==> src/rtl/core/skc_pkg.sv <==
// shared types, constants and the exponent root table of the soft knee compressor
`default_nettype none

package skc_pkg;

   // shared multiplier operand and product widths
   localparam int MUL_W  = 33;
   localparam int PROD_W = 2 * MUL_W;

   // knee divider widths
   localparam int DIV_NUM_W = 32;
   localparam int DIV_DEN_W = 18;
   localparam int DIV_Q_W   = 16;
   localparam int DIV_CNT_W = $clog2(DIV_Q_W);

   // configuration register indexes
   localparam logic [2:0] CSR_THRESHOLD  = 3'd0;
   localparam logic [2:0] CSR_KNEE       = 3'd1;
   localparam logic [2:0] CSR_INV_RATIO  = 3'd2;
   localparam logic [2:0] CSR_ATTACK     = 3'd3;
   localparam logic [2:0] CSR_ATTACK_SLW = 3'd4;
   localparam logic [2:0] CSR_RELEASE    = 3'd5;

   // configuration reset values
   localparam logic [15:0] RST_INV_RATIO  = 16'd43691;
   localparam logic [15:0] RST_ATTACK     = 16'd65399;
   localparam logic [15:0] RST_ATTACK_SLW = 16'd65399;
   localparam logic [15:0] RST_RELEASE    = 16'd65518;

   // arithmetic constants
   localparam logic signed [16:0] LEVEL_ZERO   = -17'sd40960;  // -160 dB
   localparam logic [19:0]        LOG_TOP      = 20'd983040;   // 15 octaves in q.16
   localparam logic [MUL_W-1:0]   DB_PER_OCT   = 33'd394566;   // 20*log10(2) q.16
   localparam logic [MUL_W-1:0]   OCT_PER_DB   = 33'd174165;   // log2(10)/20 q.20
   localparam logic signed [19:0] SLEW_LIMIT   = 20'sd461;     // 1.8 dB
   localparam logic [14:0]        WIDTH_OFFSET = 15'd3;        // 0.01 dB

   typedef logic [30:0] root_tab_type [16];

   typedef struct packed {
      logic                 start;
      logic [DIV_NUM_W-1:0] dividend;
      logic [DIV_DEN_W-1:0] divisor;
   } div_req_type;

   typedef enum logic [4:0] {
      ST_IDLE,
      ST_LOG_SQ,
      ST_LOG_ACC,
      ST_LOG_DB,
      ST_LOG_LVL,
      ST_CURVE_E,
      ST_CURVE_SEL,
      ST_CURVE_HI,
      ST_DIV_START,
      ST_DIV_WAIT,
      ST_KNEE_MUL,
      ST_KNEE_CURVE,
      ST_REDUCE,
      ST_PEAK_MUL,
      ST_PEAK,
      ST_ATK_MUL,
      ST_ATK,
      ST_EXP_MUL,
      ST_EXP_T,
      ST_GAIN_CHK,
      ST_GAIN_UPD,
      ST_SCALE,
      ST_OUT,
      ST_FINISH
   } skc_state_type;

   function automatic logic [63:0] isqrt(input logic [63:0] v_in);
      logic [63:0] v;
      logic [63:0] r;
      logic [63:0] b;
      int          i;
      v = v_in;
      r = '0;
      b = 64'h4000_0000_0000_0000;
      for (i = 0; i < 32; i++) begin
         if (v >= r + b) begin
            v = v - (r + b);
            r = (r >> 1) + b;
         end else begin
            r = r >> 1;
         end
         b = b >> 2;
      end
      return r;
   endfunction

   // roots 2^(-2^-k) in q.30 for k = 1..16
   function automatic root_tab_type root_table();
      root_tab_type t;
      logic [63:0]  r;
      int           k;
      r = 64'd1 << 29;
      for (k = 0; k < 16; k++) begin
         r    = isqrt(r << 30);
         t[k] = r[30:0];
      end
      return t;
   endfunction

   localparam root_tab_type ROOT_TAB = root_table();

endpackage

`default_nettype wire

==> src/rtl/core/soft_knee_log_compressor_core.sv <==
// soft knee log domain compressor: sequencer, datapath and configuration registers
// path: the log path runs 16 squaring steps, which silence skips; a level inside the
//    knee adds the divider, a level above it adds a scaling step, and the gain exponent
//    adds an update step per set bit of its fraction (up to 16 bits)
// a new sample is taken only in idle, once the previous result has entered the result register
// reset: synchronous, clears sequencer, detector state and loads register defaults
`default_nettype none

module soft_knee_log_compressor_core (
   input  wire logic                clock,
   input  wire logic                reset,
   input  wire logic                req_valid,
   output logic                     req_stall,
   input  wire logic signed [15:0]  req_in_sample,
   output logic                     rsp_valid,
   input  wire logic                rsp_stall,
   output logic signed [15:0]       rsp_out_sample,
   output logic [14:0]              rsp_gain_reduction_db,
   input  wire logic                csr_wr_en,
   input  wire logic [2:0]          csr_index,
   input  wire logic [15:0]         csr_wdata
);
   import skc_pkg::*;

   // configuration registers
   logic signed [15:0] thresh_ff;
   logic [11:0]        knee_ff;
   logic [15:0]        inv_ff;
   logic [15:0]        atk_ff;
   logic [15:0]        slw_ff;
   logic [15:0]        rel_ff;

   // sequencer
   skc_state_type state_ff;
   skc_state_type state_in;

   // per sample working registers
   logic signed [15:0] x_ff;
   logic [15:0]        m_ff;
   logic [3:0]         p_ff;
   logic [15:0]        y_ff;
   logic [15:0]        frac_ff;
   logic [3:0]         cnt_ff;
   logic signed [16:0] level_ff;
   logic signed [17:0] e_ff;
   logic signed [19:0] curve_ff;
   logic               in_knee_ff;
   logic               near_ff;
   logic               slew_ff;
   logic [14:0]        red_in_ff;
   logic [4:0]         n_ff;
   logic [15:0]        f_ff;
   logic [30:0]        g_ff;
   logic signed [15:0] res_sample_ff;

   // detector state kept across samples
   logic signed [15:0] prev_ff;
   logic [14:0]        peak_ff;
   logic [14:0]        smooth_ff;

   // result register
   logic               rsp_valid_ff;
   logic signed [15:0] rsp_sample_ff;
   logic [14:0]        rsp_red_ff;

   // shared units
   logic signed [MUL_W-1:0]  mul_a;
   logic signed [MUL_W-1:0]  mul_b;
   logic signed [PROD_W-1:0] mul_p;
   div_req_type              div_req;
   logic                     div_done;
   logic [DIV_Q_W-1:0]       div_quot;

   // input magnitude and leading one
   logic [15:0] in_mag;
   logic [3:0]  lead;
   logic        in_xfer;
   logic        rsp_load;

   // curve helpers
   logic [14:0]        width;
   logic signed [19:0] width_s;
   logic signed [19:0] e2_s;
   logic signed [19:0] e2_abs;
   logic signed [19:0] s_full;
   logic               below;
   logic               above;
   logic signed [19:0] level20;
   logic signed [19:0] thresh20;
   logic signed [19:0] prev20;
   logic signed [20:0] r21;
   logic [19:0]        log_d;
   logic [16:0]        inv_c;
   logic signed [16:0] peak_diff;
   logic signed [16:0] smooth_diff;
   logic [15:0]        acoef;

   // product roundings
   logic [16:0] log_sq;
   logic [40:0] lvl_sum;
   logic [32:0] hi_sum;
   logic [33:0] kn_sum;
   logic [32:0] blend_sum;
   logic [32:0] exp_sum;
   logic [61:0] gain_sum;
   logic [47:0] out_sum;
   logic [16:0] mag;
   logic [16:0] neg_mag;

   skc_mul u_mul (
      .clock (clock),
      .mul_a (mul_a),
      .mul_b (mul_b),
      .mul_p (mul_p)
   );

   skc_div u_div (
      .clock    (clock),
      .reset    (reset),
      .div_req  (div_req),
      .div_done (div_done),
      .div_quot (div_quot)
   );

   assign in_xfer  = req_valid && !req_stall;
   assign rsp_load = (state_ff == ST_FINISH) && (!rsp_valid_ff || !rsp_stall);

   assign in_mag = req_in_sample[15] ? (~req_in_sample + 16'd1) : req_in_sample;

   always_comb begin
      lead = '0;
      for (int i = 0; i < 16; i++) begin
         if (in_mag[i]) begin
            lead = 4'(i);
         end
      end
   end

   // knee width w = 6k + 0.01 dB, and the curve compares on twice the overshoot
   assign width    = ({3'b0, knee_ff} * 15'd6) + WIDTH_OFFSET;
   assign width_s  = {5'b0, width};
   assign e2_s     = {e_ff[17], e_ff, 1'b0};
   assign e2_abs   = e2_s[19] ? -e2_s : e2_s;
   assign s_full   = e2_s + width_s;
   assign below    = e2_s < -width_s;
   assign above    = e2_s > width_s;
   assign level20  = {{3{level_ff[16]}}, level_ff};
   assign thresh20 = {{4{thresh_ff[15]}}, thresh_ff};
   assign prev20   = {{4{prev_ff[15]}}, prev_ff};
   assign r21      = {level20[19], level20} - {curve_ff[19], curve_ff};
   assign log_d    = LOG_TOP - {p_ff, frac_ff};
   assign inv_c    = 17'h10000 - {1'b0, inv_ff};
   assign acoef    = slew_ff ? slw_ff : atk_ff;

   // blends are written as new + a*(old - new)
   assign peak_diff   = {2'b0, peak_ff} - {2'b0, red_in_ff};
   assign smooth_diff = {2'b0, smooth_ff} - {2'b0, peak_ff};

   assign log_sq    = mul_p[31:15];
   assign lvl_sum   = {1'b0, mul_p[39:0]} + 41'h80_0000;
   assign hi_sum    = mul_p[32:0] + 33'd32768;
   assign kn_sum    = mul_p[33:0] + 34'd32768;
   assign blend_sum = (state_ff == ST_PEAK) ?
                      ({2'b0, red_in_ff, 16'b0} + mul_p[32:0] + 33'd32768) :
                      ({2'b0, peak_ff, 16'b0} + mul_p[32:0] + 33'd32768);
   assign exp_sum   = mul_p[32:0] + 33'd2048;
   assign gain_sum  = mul_p[61:0] + 62'h2000_0000;
   assign out_sum   = mul_p[47:0] + 48'h2000_0000;
   assign mag       = out_sum[46:30];
   assign neg_mag   = 17'd0 - mag;

   // next state
   always_comb begin
      state_in = state_ff;
      case (state_ff)
         ST_IDLE: begin
            if (in_xfer) begin
               state_in = (in_mag == '0) ? ST_CURVE_E : ST_LOG_SQ;
            end
         end
         ST_LOG_SQ:     state_in = ST_LOG_ACC;
         ST_LOG_ACC:    state_in = (cnt_ff == 4'd15) ? ST_LOG_DB : ST_LOG_SQ;
         ST_LOG_DB:     state_in = ST_LOG_LVL;
         ST_LOG_LVL:    state_in = ST_CURVE_E;
         ST_CURVE_E:    state_in = ST_CURVE_SEL;
         ST_CURVE_SEL: begin
            if (below) begin
               state_in = ST_REDUCE;
            end else if (above) begin
               state_in = ST_CURVE_HI;
            end else begin
               state_in = ST_DIV_START;
            end
         end
         ST_CURVE_HI:   state_in = ST_REDUCE;
         ST_DIV_START:  state_in = ST_DIV_WAIT;
         ST_DIV_WAIT: begin
            if (div_done) begin
               state_in = ST_KNEE_MUL;
            end
         end
         ST_KNEE_MUL:   state_in = ST_KNEE_CURVE;
         ST_KNEE_CURVE: state_in = ST_REDUCE;
         ST_REDUCE:     state_in = ST_PEAK_MUL;
         ST_PEAK_MUL:   state_in = ST_PEAK;
         ST_PEAK:       state_in = ST_ATK_MUL;
         ST_ATK_MUL:    state_in = ST_ATK;
         ST_ATK:        state_in = ST_EXP_MUL;
         ST_EXP_MUL:    state_in = ST_EXP_T;
         ST_EXP_T:      state_in = ST_GAIN_CHK;
         ST_GAIN_CHK: begin
            if (f_ff[15]) begin
               state_in = ST_GAIN_UPD;
            end else if (cnt_ff == 4'd15) begin
               state_in = ST_SCALE;
            end
         end
         ST_GAIN_UPD:   state_in = (cnt_ff == 4'd15) ? ST_SCALE : ST_GAIN_CHK;
         ST_SCALE:      state_in = ST_OUT;
         ST_OUT:        state_in = ST_FINISH;
         ST_FINISH: begin
            if (rsp_load) begin
               state_in = ST_IDLE;
            end
         end
         default:       state_in = ST_IDLE;
      endcase
   end

   // sequencer outputs: multiplier operands, divider start, input stall
   always_comb begin
      mul_a            = '0;
      mul_b            = '0;
      div_req.start    = 1'b0;
      div_req.dividend = mul_p[DIV_NUM_W-1:0];
      div_req.divisor  = {width, 3'b0};
      req_stall        = (state_ff != ST_IDLE);
      case (state_ff)
         ST_LOG_SQ: begin
            mul_a = {17'b0, y_ff};
            mul_b = {17'b0, y_ff};
         end
         ST_LOG_DB: begin
            mul_a = {13'b0, log_d};
            mul_b = DB_PER_OCT;
         end
         ST_CURVE_SEL: begin
            if (above) begin
               mul_a = {{15{e_ff[17]}}, e_ff};
               mul_b = {17'b0, inv_ff};
            end else begin
               mul_a = {17'b0, s_full[15:0]};
               mul_b = {17'b0, s_full[15:0]};
            end
         end
         ST_DIV_START: begin
            div_req.start = 1'b1;
         end
         ST_KNEE_MUL: begin
            mul_a = {17'b0, div_quot};
            mul_b = {16'b0, inv_c};
         end
         ST_PEAK_MUL: begin
            mul_a = {17'b0, rel_ff};
            mul_b = {{16{peak_diff[16]}}, peak_diff};
         end
         ST_ATK_MUL: begin
            mul_a = {17'b0, acoef};
            mul_b = {{16{smooth_diff[16]}}, smooth_diff};
         end
         ST_EXP_MUL: begin
            mul_a = {18'b0, smooth_ff};
            mul_b = OCT_PER_DB;
         end
         ST_GAIN_CHK: begin
            mul_a = {2'b0, g_ff};
            mul_b = {2'b0, ROOT_TAB[cnt_ff]};
         end
         ST_SCALE: begin
            mul_a = {17'b0, m_ff};
            mul_b = {2'b0, g_ff >> n_ff};
         end
         default: ;
      endcase
   end

   always_ff @(posedge clock) begin
      if (reset) begin
         state_ff <= ST_IDLE;
      end else begin
         state_ff <= state_in;
      end
   end

   // configuration writes
   always_ff @(posedge clock) begin
      if (reset) begin
         thresh_ff <= '0;
         knee_ff   <= '0;
         inv_ff    <= RST_INV_RATIO;
         atk_ff    <= RST_ATTACK;
         slw_ff    <= RST_ATTACK_SLW;
         rel_ff    <= RST_RELEASE;
      end else if (csr_wr_en) begin
         case (csr_index)
            CSR_THRESHOLD:  thresh_ff <= csr_wdata;
            CSR_KNEE:       knee_ff   <= csr_wdata[11:0];
            CSR_INV_RATIO:  inv_ff    <= csr_wdata;
            CSR_ATTACK:     atk_ff    <= csr_wdata;
            CSR_ATTACK_SLW: slw_ff    <= csr_wdata;
            CSR_RELEASE:    rel_ff    <= csr_wdata;
            default: ;
         endcase
      end
   end

   // detector state
   always_ff @(posedge clock) begin
      if (reset) begin
         prev_ff   <= '0;
         peak_ff   <= '0;
         smooth_ff <= '0;
      end else begin
         case (state_ff)
            ST_REDUCE: begin
               // stored curve level saturates to 16 bits
               if (curve_ff > 20'sd32767) begin
                  prev_ff <= 16'sh7FFF;
               end else if (curve_ff < -20'sd32768) begin
                  prev_ff <= -16'sh8000;
               end else begin
                  prev_ff <= curve_ff[15:0];
               end
            end
            ST_PEAK: begin
               // peak hold: never below the fresh reduction
               peak_ff <= (blend_sum[30:16] > red_in_ff) ? blend_sum[30:16] : red_in_ff;
            end
            ST_ATK: begin
               smooth_ff <= blend_sum[30:16];
            end
            default: ;
         endcase
      end
   end

   // datapath
   always_ff @(posedge clock) begin
      case (state_ff)
         ST_IDLE: begin
            if (in_xfer) begin
               x_ff     <= req_in_sample;
               m_ff     <= in_mag;
               p_ff     <= lead;
               y_ff     <= in_mag << (4'd15 - lead);
               frac_ff  <= '0;
               cnt_ff   <= '0;
               // silence maps straight to -160 dB
               level_ff <= LEVEL_ZERO;
            end
         end
         ST_LOG_ACC: begin
            // one log2 fraction bit per squaring
            frac_ff <= {frac_ff[14:0], log_sq[16]};
            y_ff    <= log_sq[16] ? log_sq[16:1] : log_sq[15:0];
            cnt_ff  <= cnt_ff + 4'd1;
         end
         ST_LOG_LVL: begin
            level_ff <= -$signed({2'b0, lvl_sum[38:24]});
         end
         ST_CURVE_E: begin
            e_ff <= {level_ff[16], level_ff} - {{2{thresh_ff[15]}}, thresh_ff};
         end
         ST_CURVE_SEL: begin
            in_knee_ff <= !below && !above;
            near_ff    <= e2_abs <= SLEW_LIMIT;
            curve_ff   <= level20;
         end
         ST_CURVE_HI: begin
            // above the knee: threshold plus overshoot scaled by 1/ratio
            curve_ff <= thresh20 + {3'b0, hi_sum[32:16]};
         end
         ST_KNEE_CURVE: begin
            // quadratic knee term
            curve_ff <= level20 - {2'b0, kn_sum[33:16]};
         end
         ST_REDUCE: begin
            if (r21[20]) begin
               red_in_ff <= '0;
            end else if (r21 > 21'sd32767) begin
               red_in_ff <= 15'h7FFF;
            end else begin
               red_in_ff <= r21[14:0];
            end
            // slew attack coefficient inside the knee, close to the threshold, on a rising curve
            slew_ff <= in_knee_ff && near_ff && (curve_ff >= prev20);
         end
         ST_EXP_T: begin
            n_ff   <= exp_sum[32:28];
            f_ff   <= exp_sum[27:12];
            g_ff   <= 31'h4000_0000;
            cnt_ff <= '0;
         end
         ST_GAIN_CHK: begin
            if (!f_ff[15]) begin
               f_ff   <= f_ff << 1;
               cnt_ff <= cnt_ff + 4'd1;
            end
         end
         ST_GAIN_UPD: begin
            g_ff   <= gain_sum[60:30];
            f_ff   <= f_ff << 1;
            cnt_ff <= cnt_ff + 4'd1;
         end
         ST_OUT: begin
            // the exponent integer part stays below 22, so the gain never underflows to zero
            if (x_ff[15]) begin
               res_sample_ff <= neg_mag[15:0];
            end else if (mag > 17'd32767) begin
               res_sample_ff <= 16'sh7FFF;
            end else begin
               res_sample_ff <= mag[15:0];
            end
         end
         default: ;
      endcase
   end

   // result register, refilled once the previous transfer leaves
   always_ff @(posedge clock) begin
      if (reset) begin
         rsp_valid_ff <= 1'b0;
      end else if (rsp_load) begin
         rsp_valid_ff <= 1'b1;
      end else if (!rsp_stall) begin
         rsp_valid_ff <= 1'b0;
      end
   end

   always_ff @(posedge clock) begin
      if (rsp_load) begin
         rsp_sample_ff <= res_sample_ff;
         rsp_red_ff    <= smooth_ff;
      end
   end

   assign rsp_valid             = rsp_valid_ff;
   assign rsp_out_sample        = rsp_sample_ff;
   assign rsp_gain_reduction_db = rsp_red_ff;

   // a result appears only out of the final sequencer step
   a_rsp_from_finish: assert property (@(posedge clock) disable iff (reset)
      $rose(rsp_valid) |-> $past(state_ff == ST_FINISH))
      else $error("result raised outside finish step");

   // the divider reports only while the sequencer waits for it
   a_div_done_waited: assert property (@(posedge clock) disable iff (reset)
      div_done |-> (state_ff == ST_DIV_WAIT))
      else $error("divider done while not waited for");

   // an accepted sample starts either the log or the silence path
   a_start_path: assert property (@(posedge clock) disable iff (reset)
      (req_valid && !req_stall) |=> (state_ff == ST_LOG_SQ || state_ff == ST_CURVE_E))
      else $error("accepted sample did not start processing");

endmodule

`default_nettype wire

==> src/rtl/core/skc_mul.sv <==
// shared signed multiplier with registered product
`default_nettype none

module skc_mul (
   input  wire logic                                clock,
   input  wire logic signed [skc_pkg::MUL_W-1:0]    mul_a,
   input  wire logic signed [skc_pkg::MUL_W-1:0]    mul_b,
   output logic signed [skc_pkg::PROD_W-1:0]        mul_p
);
   import skc_pkg::*;

   logic signed [PROD_W-1:0] prod_ff;

   always_ff @(posedge clock) begin
      prod_ff <= PROD_W'(mul_a) * PROD_W'(mul_b);
   end

   assign mul_p = prod_ff;

endmodule

`default_nettype wire

==> src/rtl/core/skc_div.sv <==
// restoring divider for the knee term, one quotient bit per cycle
`default_nettype none

module skc_div (
   input  wire logic                            clock,
   input  wire logic                            reset,
   input  wire skc_pkg::div_req_type            div_req,
   output logic                                 div_done,
   output logic [skc_pkg::DIV_Q_W-1:0]          div_quot
);
   import skc_pkg::*;

   localparam int TRIAL_W = DIV_DEN_W + DIV_Q_W;

   logic                 busy_ff;
   logic                 done_ff;
   logic [DIV_NUM_W-1:0] rem_ff;
   logic [DIV_DEN_W-1:0] den_ff;
   logic [DIV_Q_W-1:0]   quot_ff;
   logic [DIV_CNT_W-1:0] cnt_ff;
   logic [TRIAL_W-1:0]   trial;
   logic                 last;

   assign trial = TRIAL_W'(rem_ff) - (TRIAL_W'(den_ff) << cnt_ff);
   assign last  = busy_ff && (cnt_ff == '0);

   always_ff @(posedge clock) begin
      if (reset) begin
         busy_ff <= 1'b0;
         done_ff <= 1'b0;
      end else begin
         done_ff <= last;
         if (div_req.start) begin
            busy_ff <= 1'b1;
         end else if (last) begin
            busy_ff <= 1'b0;
         end
      end
   end

   always_ff @(posedge clock) begin
      if (div_req.start) begin
         rem_ff  <= div_req.dividend;
         den_ff  <= div_req.divisor;
         quot_ff <= '0;
         cnt_ff  <= '1;
      end else if (busy_ff) begin
         if (!trial[TRIAL_W-1]) begin
            rem_ff <= trial[DIV_NUM_W-1:0];
         end
         quot_ff <= {quot_ff[DIV_Q_W-2:0], !trial[TRIAL_W-1]};
         cnt_ff  <= cnt_ff - 1'b1;
      end
   end

   assign div_done = done_ff;
   assign div_quot = quot_ff;

endmodule

`default_nettype wire

==> config.mk <==
export PLATFORM = sky130hd
export DESIGN_NAME = soft_knee_log_compressor_core
export DESIGN_NICKNAME = d
export VERILOG_FILES = /design/src/rtl/core/skc_pkg.sv /design/src/rtl/core/soft_knee_log_compressor_core.sv /design/src/rtl/core/skc_mul.sv /design/src/rtl/core/skc_div.sv
export SDC_FILE = /design/constraint.sdc
export NUM_CORES = 2
export LEC_CHECK = 0
export ABC_AREA = 1
export BUFFER_PORTS_ARGS = -buffer_cell sky130_fd_sc_hd__buf_4
export CORE_MARGIN = 2
export CORE_UTILIZATION = 43
export CTS_CLUSTER_SIZE = 14
export DETAILED_ROUTE_END_ITERATION = 10
export GPL_ROUTABILITY_DRIVEN = 0
export MAX_ROUTING_LAYER = met4
export PLACE_DENSITY = 0.63
export SLEW_MARGIN = 20
export SYNTH_ARGS = -nofsm -noshare
export SYNTH_HDL_FRONTEND = slang
export SYNTH_SLANG_ARGS = --single-unit
export TNS_END_PERCENT = 20
==> constraint.sdc <==
create_clock -name clock -period 29.2 [get_ports clock]
set_clock_uncertainty 0.1 [all_clocks]
set_input_delay 1.46 -clock clock [delete_from_list [all_inputs] [get_ports clock]]
set_output_delay 1.46 -clock clock [all_outputs]
set_load 0.05 [all_outputs]
==> results_tabular.tex <==
\begin{tabular}{lr}
\hline
Metric & Value \\
\hline
\multicolumn{2}{l}{\textbf{Synth}} \\
Mean instance size in the synthesized netlist & a little under 8 um\^{}2 \\
Most used standard cell by instance count after synthesis & sky130\_fd\_sc\_hd\_\_inv\_1 \\
Fraction of registers with async set or reset after synthesis & 0 \\
Count of cell types in the netlist & 78 \\
Most numerous cell types in the synthesized netlist & 1921 x sky130\_fd\_sc\_hd\_\_inv\_1, 1913 x sky130\_fd\_sc\_hd\_\_nand2\_1, 1079 x sky130\_fd\_sc\_hd\_\_fa\_1 \\
Dominant cells by area after synthesis & sky130\_fd\_sc\_hd\_\_fa\_1 30\%, sky130\_fd\_sc\_hd\_\_edfxtp\_1 11\%, sky130\_fd\_sc\_hd\_\_inv\_1 10\%, sky130\_fd\_sc\_hd\_\_nand2\_1 10\%, sky130\_fd\_sc\_hd\_\_ha\_1 8.1\% \\
Number of enable flip-flop cells after synthesis & approximately 270 \\
Share of Yosys cell area claimed by the top area cell type & 0.3010 \\
Cell Area, Synth & 71760 um\^{}2 \\
Most frequently used flop master after synthesis & sky130\_fd\_sc\_hd\_\_edfxtp\_1 \\
Most area-hungry cell type in the Yosys netlist & sky130\_fd\_sc\_hd\_\_fa\_1 \\
Warning count from the yosys run & 0 \\
Share of synthesized area occupied by flip-flops and latches & 0.1763 \\
Seq cells post-synth & 496 \\
Number of instances in the synthesized netlist & 9119 \\
\multicolumn{2}{l}{\textbf{Die}} \\
Total core area & around 170000 um\^{}2 \\
Std-Cell Rows & about 150 \\
DIE HEIGHT & between 400 and 500 um \\
Die width & 412.5 um \\
IO Pins & 73 \\
Starting utilization of the core area & 0.4339 \\
Area enclosed by the die boundary & 170200 um\^{}2 \\
\multicolumn{2}{l}{\textbf{STA}} \\
Setup repair after global routing missed its margin & false \\
Final Hold Fails & 0 \\
Worst relative slew slack & 0.1706 \\
Max Fclk & 67.42 MHz \\
Number of max-slew violations in the final report & 0 \\
Post-route minimum period & 14.83 ns \\
Least-Margin Pin Slew & 1.242 ns \\
Final cycle utilization of the critical path & 0.5080 \\
Tightest hold margin & 0.3192 ns \\
Summed negative setup slack over all endpoints & 0 ns \\
Count of endpoints failing setup in the final report & 0 \\
\multicolumn{2}{l}{\textbf{Clock tree}} \\
Clock transition at the register clock pins on the worst setup and hold paths after CTS & 0.07 ns \\
Clock latency reported for the late side of the worst-skew pair & 0.68 ns \\
Clock Path Buffers & 3 \\
Count of hold-fix buffers inserted at cts & 0 \\
PostCTS Resize Cnt & 0 \\
Library cell used as clock root buffer & sky130\_fd\_sc\_hd\_\_clkbuf\_16 \\
H-tree depth & 2 \\
Post-CTS repair timing setup buffer count & 0 \\
TritonCTS clock tree & done \\
CTS buffer count & a little under 60 \\
Clock Sink Count & just under 500 \\
\multicolumn{2}{l}{\textbf{Layout}} \\
Total Nets Final & around 11000 \\
Final standard cell area without fillers & between 70000 and 80000 um\^{}2 \\
Layout overhead on the synthesized area & 7.001\% \\
Fraction of final layout cells with drive strength greater than 1 & 0.04802 \\
Fraction of the core area covered by cells at the end of the flow & 0.4643 \\
\multicolumn{2}{l}{\textbf{Route}} \\
Count of nets left with antenna violations after detail routing & 0 \\
Iter 0 DRT Violations & between 7000 and 8000 \\
Via count normalized by instance count & 5.533 \\
Number of vias in the routed layout & 62764 \\
Detailed-router iteration count before antenna repair & 9 \\
Final wirelength & 251.8 mm \\
Average routed wire per standard cell & 22.20 um \\
Post-route DRC violation count & 0 \\
\multicolumn{2}{l}{\textbf{Outcome}} \\
Result of the run & finished, final reports clean \\
\multicolumn{2}{l}{\textbf{Global route}} \\
Global-route wire length before repair & 380.6 mm \\
Pin count of the biggest net entering global routing & 96 \\
Antenna violations before repair & 8 \\
Total overflow reported by the global router & 0 \\
Number of global-route vias before repair & 62866 \\
Total routing resource utilization after global routing & 0.3060 \\
\multicolumn{2}{l}{\textbf{Place}} \\
Placed wire-length estimate after detailed placement & 201.4 mm \\
Placed standard-cell area & 74720 um\^{}2 \\
IO Port Bufs & slightly above 70 \\
\multicolumn{2}{l}{\textbf{Pwr}} \\
Highest ir drop seen on vdd & 0.07029 mV \\
Leakage power of the design & between 30 and 40 nW \\
Power per cell area & 46.45 nW/um\^{}2 \\
\multicolumn{2}{l}{\textbf{Worst setup path}} \\
Critical path start-end classification & flop to flop \\
Kind of capture point of the worst setup path & flop \\
Stage delay of the slowest cell on the critical path & 0.91 ns \\
Data required, critical path & 29.66 ns \\
Worst EP arrival & between 15 and 20 ns \\
Most common cell type on the critical path & sky130\_fd\_sc\_hd\_\_inv\_1 \\
Slowest cell on the critical path & sky130\_fd\_sc\_hd\_\_nor4\_1 \\
Launching element type of the critical path & flop \\
Critical path peak fanout & 32 \\
\multicolumn{2}{l}{\textbf{Hold path}} \\
Hold crit path type & flop to flop \\
\multicolumn{2}{l}{\textbf{Run}} \\
Reported max-cap violation count & 0 \\
\hline
\end{tabular}
==> power by group <==
part | switching [mW] | internal, mW
clock network | 0.332 | 0.464
registers | 0.0565 | 0.809
logic | 1.26 | 0.645
==> per-stage QoR <==
stage	cells	power, mW	setup slack [ns]
CTS	11331	3.530	14.76
finish	11343	3.567	14.37
global route	11336	3.780	13.58
detailed placement	11222	2.740	14.78
floorplan	9168	2.144	17.29
global placement	11222	2.719	15.10
==> kinds of logic after synthesis <==
| logic type | after synthesis | share of synthesized area |
|---|---|---|
| buffers and inverters | 2284 | 0.1228 |
| xor gates and xnor gates | 212 | 0.02650 |
| adders and majority gates | 1545 | 0.3823 |
| other | 2 | 0.0001047 |
| DFF | 496 | 0.1763 |
| AOI/OAI and AO/OA | 1302 | 0.1028 |
| and+or+nand+nor | 3257 | 0.1863 |
| muxes | 21 | 0.002929 |
==> metal layers <==
metal	GRT usage	wire [um]
met4	0.1768	18180
met2	0.4571	109900
met5	-	0
met3	0.06549	26370
met1	0.3830	97380
==> cell usage in the layout, fill, tap and decap left out, types with 79 or more instances in the layout <==
cell / count
sky130_fd_sc_hd__nor2_1: 752
sky130_fd_sc_hd__buf_4: 184
sky130_fd_sc_hd__ha_1: 466
sky130_fd_sc_hd__fa_1: 1079
sky130_fd_sc_hd__a21oi_1: 494
sky130_fd_sc_hd__edfxtp_1: 272
sky130_fd_sc_hd__dfxtp_1: 224
sky130_fd_sc_hd__inv_1: 1920
sky130_fd_sc_hd__nor3_1: 79
sky130_fd_sc_hd__o21ai_0: 471
sky130_fd_sc_hd__xor2_1: 132
sky130_fd_sc_hd__nand2_1: 1912
sky130_fd_sc_hd__nand3_1: 314
==> cell type report <==
type | instances | area (um^2)
well taps | 2189 | 2739
clock inverters | 33 | 450.4
fillers | 16250 | 88580
multi-input cells | 6388 | 50570
clock buffers | 76 | 1582
repair buffers | 184 | 1381
inverters | 1965 | 7378
flip-flops and latches | 496 | 12650
diodes | 12 | 30.03
==> critical path, delay by kind of cell, from the launching register on <==
kind                       cells  cell delay (ns)
adders and majority gates     13             6.38
AOI/OAI and AO/OA             12             2.72
and+or+nand+nor               12             2.61
buffers and inverters         13             2.13
DFF                            1             0.43
xor gates and xnor gates       2             0.35
==> sequential cells by signal (all words and copies together), names as in the netlist, 15 cells and up <==
| register | cells |
|---|---|
| red_in_ff | 15 |
| m_ff | 15 |
| u_div.rem_ff | 29 |
| frac_ff | 16 |
| f_ff | 16 |
| res_sample_ff | 16 |
| level_ff | 17 |
| rsp_gain_reduction_db | 15 |
| e_ff | 18 |
| y_ff | 16 |
| slw_ff | 16 |
| peak_ff | 15 |
| thresh_ff | 16 |
| u_mul.mul_p | 58 |
| inv_ff | 16 |
| g_ff | 31 |
| smooth_ff | 15 |
| rel_ff | 16 |
| prev_ff | 16 |
| atk_ff | 16 |
| rsp_out_sample | 16 |
| u_div.div_quot | 16 |
| curve_ff | 20 |
==> path summary, 6_finish.rpt <==
check | start | to | slack (ns) | cells past startpoint
setup / recovery | knee_ff[0] | u_mul.mul_p[59] | 14.37 | 52
hold / removal | res_sample_ff[1] | rsp_out_sample[1] | 0.32 | 0
setup reg to reg | knee_ff[0] | u_mul.mul_p[59] | 14.37 | 52
hold reg to reg | res_sample_ff[1] | rsp_out_sample[1] | 0.32 | 0
No activity file was read; power rests on OpenSTA's default activity.
